File: src/stna_pkg.sv
// Shared constants, codes and control types for the sorted table neighbor average block.
package stna_pkg;

  localparam int TABLE_DEPTH = 1024;
  localparam int IDX_W       = $clog2(TABLE_DEPTH);
  localparam int CNT_W       = $clog2(TABLE_DEPTH + 1);
  localparam int DATA_W      = 32;

  typedef enum logic [1:0] {
    FUNC_CLEAR  = 2'd0,
    FUNC_APPEND = 2'd1,
    FUNC_QUERY  = 2'd2
  } func_t;

  typedef enum logic [1:0] {
    ST_OK        = 2'd0,
    ST_NO_BEFORE = 2'd1,
    ST_NO_ABOVE  = 2'd2,
    ST_FULL      = 2'd3
  } status_t;

  typedef enum logic [5:0] {
    S_IDLE   = 6'b000001,
    S_SEARCH = 6'b000010,
    S_RD_B   = 6'b000100,
    S_RD_U   = 6'b001000,
    S_SUM    = 6'b010000,
    S_PUT    = 6'b100000
  } state_t;

  // Commands from the controller to the datapath.
  typedef struct packed {
    logic accept;
    logic search;
    logic miss;
    logic rd_b;
    logic rd_u;
    logic sum;
    logic load;
  } cmd_t;

  // Status from the datapath to the controller.
  typedef struct packed {
    logic search_done;
    logic miss;
    logic out_free;
  } sts_t;

endpackage

File: src/stna_ctrl.sv
// Controller state machine: sequences accept, search, row fetches and result hand-off.
module stna_ctrl import stna_pkg::*; (
  input  logic       clk,
  input  logic       rst_n,
  input  logic       in_valid,
  input  logic [1:0] in_func,
  output logic       in_ready,
  output cmd_t       cmd,
  input  sts_t       sts
);

  state_t state_r, state_nxt;

  always_comb begin
    state_nxt = state_r;
    cmd       = '0;
    in_ready  = 1'b0;
    unique case (state_r)
      S_IDLE: begin
        in_ready = 1'b1;
        if (in_valid) begin
          cmd.accept = 1'b1;
          state_nxt  = (in_func == FUNC_QUERY) ? S_SEARCH : S_PUT;
        end
      end
      S_SEARCH: begin
        if (sts.search_done) begin
          if (sts.miss) begin
            cmd.miss  = 1'b1;
            state_nxt = S_PUT;
          end else begin
            state_nxt = S_RD_B;
          end
        end else begin
          cmd.search = 1'b1;
        end
      end
      S_RD_B: begin
        cmd.rd_b  = 1'b1;
        state_nxt = S_RD_U;
      end
      S_RD_U: begin
        cmd.rd_u  = 1'b1;
        state_nxt = S_SUM;
      end
      S_SUM: begin
        cmd.sum   = 1'b1;
        state_nxt = S_PUT;
      end
      S_PUT: begin
        if (sts.out_free) begin
          cmd.load  = 1'b1;
          state_nxt = S_IDLE;
        end
      end
      default: state_nxt = S_IDLE;
    endcase
  end

  always_ff @(posedge clk) begin
    if (!rst_n) begin
      state_r <= S_IDLE;
    end else begin
      state_r <= state_nxt;
    end
  end

endmodule

File: config.mk
export PLATFORM = sky130hd
export DESIGN_NAME = stna_ctrl
export DESIGN_NICKNAME = d
export VERILOG_FILES = /design/src/stna_pkg.sv /design/src/stna_ctrl.sv
export SDC_FILE = /design/constraint.sdc
export NUM_CORES = 1
export LEC_CHECK = 0
export ABC_CLOCK_PERIOD_IN_PS = 2100
export BUFFER_PORTS_ARGS = -buffer_cell sky130_fd_sc_hd__buf_4
export CAP_MARGIN = 10
export CORE_MARGIN = 4
export CORE_UTILIZATION = 30
export DETAILED_ROUTE_END_ITERATION = 10
export HOLD_SLACK_MARGIN = 0.15
export PLACE_DENSITY_LB_ADDON = 0.2
export SETUP_SLACK_MARGIN = 0.2
export SLEW_MARGIN = 25
export SYNTH_ARGS = -nofsm -noshare
export SYNTH_HDL_FRONTEND = slang
export SYNTH_SLANG_ARGS = --single-unit
File: constraint.sdc
create_clock -name clk -period 2.1 [get_ports clk]
set_input_delay 0.105 -clock clk [delete_from_list [all_inputs] [get_ports clk]]
set_output_delay 0.105 -clock clk [all_outputs]
set_load 0.005 [all_outputs]
### After elaboration in Yosys (flattened, before gate mapping)

Index checks and enable logic that the tools add are counted.

| cells by class | value |
|---|---|
| mux-type cells | 18 |
| reduce and logical (&&, ||, !) cells | 1 |
| equal/unequal tests | 10 |

Operator list:

| kind | number |
|---|---|
| case mux 6 bit (6 select lines) | 1 |
| two-way mux 6 bit | 5 |
| two-way mux 1 bit | 11 |
| equality test 6 x 1 -> 1 bit, second input constant | 1 |
| equality test 6 x 2 -> 1 bit, second input constant | 1 |
| equality test 6 x 3 -> 1 bit, second input constant | 1 |
| equality test 6 x 4 -> 1 bit, second input constant | 1 |
| equality test 6 x 5 -> 1 bit, second input constant | 1 |
| equality test 6 bit, second input constant | 1 |
| inequality test 2 bit, second input constant | 3 |
| AND reduction 3 bit | 1 |
| equality test 2 bit, second input constant | 1 |
| two-way mux 2 bit | 1 |

| storage, ports and cells | value |
|---|---|
| input port bits | 8 |
| bits in registers | 6 |
| output and inout port bits | 8 |

### Longest topological paths before layout

| logic depth | value |
|---|---|
| depth in word-level cells | 4 |
| gate-level depth with buffers | 5 |

### Least setup slack after synthesis

OpenSTA, ideal clock, no wires.

| path | value |
|---|---|
| kind | register to register |
| start point | register state_r[5] |
| end point | register state_r[5] |
| path buffers | 1 |
| path slack | 803 ps |
| arrival time | 1179 ps |
| stages on the path, launching flop included | 6 |
| period minus slack after synthesis | 1297 ps |
| required time | 1982 ps |
| path through | dfxtp_1 > buf_6 > nor4_4 > nand3_2 > and2_1 > a32o_2 |

| on the way | value |
|---|---|
| cells in the longest elaborated chain, start to end | 3 |
| elaborated cells on any way between the ends | 11 |

Ends and longest elaborated chain:

| what | RTL line | text |
|---|---|---|
| start, declared | stna_ctrl.sv:12 | `state_t state_r, state_nxt;` |
| start signal, assigned | stna_ctrl.sv:64 | `state_r <= state_nxt;` |
| equality test 6 x 2 -> 1 bit (tied with other cells) | stna_ctrl.sv:18 | `unique case (state_r)` |
| inequality test 2 bit (no source line) | n/a |  |
| AND reduction 3 bit (no source line) | n/a |  |

Several ways; a longest one is shown, not always the timed one.
A chain may end at the register's enable or synchronous reset.

### Worst setup path in the final report

| path | value |
|---|---|
| start point | register state_r[4] |
| end point | register state_r[2] |

Same word-level chain as after synthesis.

==> parameters.txt <==
Parameter                              Value

Synthesis
  Seq/Total Area, Yosys    0.270
  Primary flip-flop cell chosen by synthesis mapping    dfxtp_1
  Synthesized instance count    52
  Flop and latch count out of synthesis    6
  Post-synth ARST share    0
  Synth top area cells    dfxtp_1, nor3b_1, and2_1, nor4_4, nor2_1
  Net count of the mapped netlist    60
  Largest area contributor in the netlist    dfxtp_1
  Syn_area_per_cell    8.54 sq um
  Count of yosys warnings during synthesis    0
  Number of distinct standard cells referenced by the synthesized netlist    31
  Proportion of netlist area held by the largest area contributor    0.270
  Post-synth EDFFs    0
  Total standard cell area after synthesis    444 sq um

Timing
  Slew Limit Fails    0
  Number of endpoints with negative hold slack in the final report    0
  Tightest slew margin relative to the limit    0.791
  Slew at the pin closest to its max-slew limit    308 ps
  Unrepaired setup endpoints after global routing    false
  Maximum clock frequency    579 MHz
  Final setup vio count    0
  Final total negative setup slack    0 ps
  Post-route setup slack    374 ps
  Tcrit/Tclk final    0.822
  Clk_skew    3.06 ps
  Post-layout min period    1730 ps

Final layout
  Share of cells above drive strength 1    0.375
  Area Overhead vs Synth    39.7%
  Area occupied by registers    121 sq um
  Biggest register    state_r
  Post-layout instance area    621 sq um
  Combined area of the multi-input logic cells    304 sq um
  Fillcell total    147
  Antenna Diode Count    0
  Number of nets in the layout    82
  Largest registers ranked by flip-flop count    state_r (6)
  Flip-flop count of the largest register, all copies and words added    6

Setup path
  Startpoint types    register
  Cell at the slowest stage of the critical path    dlygate4sd3_1
  Max incr delay on CP    560 ps
  Cell depth of the worst flop-to-flop path    5
  Kind of cell adding the most delay to the critical path    simple AND/OR/NAND/NOR gates
  Critical path fanouts, max    6
  WP data arrival    1910 ps
  Worst path bufs/invs    1
  Endpoint class of the critical path    register
  Crit-path cells    nor4_4 -> and2_4 -> nand2_1 -> nor3_1 -> dlygate4sd3_1
  Launching point of the worst reg2reg path    state_r[4]$_SDFFE_PN0P_
  Class of the most critical setup path    reg -> reg
  Critical Path RT    2280 ps
  Reg2Reg Capture Point    state_r[2]$_SDFFE_PN0P_
  Minimum setup slack among reg-to-reg paths    370 ps

Hold path
  Hold Crit Class    in -> reg
  Hold endpoint    state_r[1]$_SDFFE_PN0P_
  Hold Path Stages    4
  Worst hold path startpoint    sts[2]

Pwr
  Power Total    304 uW
  PD cells    489 nW/um^2
  Leakage    0.000281 uW
  VDD IR-drop max    0.262 mV

Floorplanning
  I/O Pins    16
  Y dimension of the die    46.5 um
  Floorplan die area    2160 sq um
  Initial core utilization    0.329
  Die width    46.5 um
  Num rows    13
  Placeable core region    1350 sq um

Routing
  Total via count in the routed design    435
  Total Routed Length    1080 um
  Per-cell via count in the routed design    5.00
  First DRT Iteration DRCs    6
  Drt wl/cell    12.4 um
  Post-DRT Antenna Nets    0
  Detailed Routing Iterations Pass 1    3
  DRC violations left    0

Placement
  Quantity of I/O buffers inserted on ports    15
  Cell area reported after detailed placement    564 sq um
  Post-Place Worst Slack    673 ps
  Routability cong.    0.761

Clock network
  CTS tree    built
  CTS buffer count    3
  Cell at the root of the clock tree    clkbuf_4
  Clock sink count    6
  Number of H-tree branching levels    1
  Buffer count from post-CTS setup fixing    0
  Reg clk slew, reported paths    40 ps
  Clock network latency to the later pin of the worst-skew pair    240 ps
  Max clock buf depth    2

Global route
  All-layer global routing usage    0.124
  Maximum number of pins on one net before global-route repair    10
  Number of antenna violations at the first check in global routing    0
  Residual overflow from global routing    0
  Wire length of the first global-routing pass    1800 um
  Via count of the first global-routing pass    422

Job
  Max-cap violation count    0

Status
  Result of the run    finished clean
==> layer usage <==
layer	routed length [um]	part of all wire	GRT usage	vias to the layer above
met3	63	0.058	0.0234	2
li1	-	-	-	229
met4	15	0.014	0.102	0
met2	503	0.47	0.181	12
met5	0	0	0	-
met1	494	0.46	0.154	192
==> cells in the mapped netlist (all sizes together) (2+ instances only) <==
cell type,n
dfxtp,6
nor2,5
and2,4
nor3b,4
inv,3
nor2b,3
nor3,3
o21ai,3
nand2,2
nand3,2
nor4,2
==> worst max path at each step <==
stage                     depth (start not counted)               startpoint                      end
after CTS                                         5  state_r[5]$_SDFFE_PN0P_  state_r[2]$_SDFFE_PN0P_
final                                             5  state_r[4]$_SDFFE_PN0P_  state_r[2]$_SDFFE_PN0P_
after detailed placement                          4  state_r[5]$_SDFFE_PN0P_  state_r[5]$_SDFFE_PN0P_
after global routing                              5  state_r[4]$_SDFFE_PN0P_  state_r[2]$_SDFFE_PN0P_
after global placement                            4  state_r[5]$_SDFFE_PN0P_  state_r[5]$_SDFFE_PN0P_
after floorplan                                   5  state_r[5]$_SDFFE_PN0P_  state_r[5]$_SDFFE_PN0P_
==> logic make-up (layout without fill, tap and decap cells) <==
family	after synthesis	after routing	synth area share
simple gates	32	32	0.510
compound gates	10	10	0.169
flops	6	6	0.270
buf+inv	4	24	0.0507
==> stage by stage <==
step | hold WS [ps] | instances | utilization
4_1_cts | 175 | 87 | 0.457
3_3_place_gp | 291 | 81 | 0.418
2_1_floorplan | 176 | 52 | -
3_5_place_dp | 293 | 81 | 0.418
6_report | 181 | 87 | 0.460
5_1_grt | 209 | 87 | 0.460
==> placed cells by master, fill, tap and decap left out, types with 2 or more instances in the layout <==
master          n
inv_1           2
dlygate4sd3_1   3
nand2_1         2
clkbuf_4        3
nor2b_1         3
dfxtp_1         5
nor3b_1         4
buf_4          15
o21ai_0         2
nor3_1          2
and2_1          3
nor2_1          5
==> repair_timing <==
action / in CTS / in global routing
endpoints found under the hold margin: 4 / 0
hold buffers: 3 / 0
endpoints found under the setup margin: 0 / 1
resized for setup: 0 / 2
==> power breakdown <==
group | leakage (uW) | internal (uW) | switching, uW
Sequential | 0.0000492 | 119 | 10.0
Clock | 0.0000138 | 64.4 | 38.4
Combinational | 0.000218 | 41.9 | 30.2
Total | 0.000281 | 225 | 78.6
==> worst min-delay path: stages <==
cell      delay (ps)
buf_4             90
inv_1             40
nand3_2           70
a21boi_1          60
==> cell type report <==
type | count | area share
Clock buffer | 3 | 0.0363
Inverter | 3 | 0.0181
Multi-Input combinational cell | 42 | 0.490
Sequential cell | 6 | 0.196
Tap cell | 15 | 0.0302
Timing Repair Buffer | 18 | 0.230
Power figures use the tool's default switching activity.
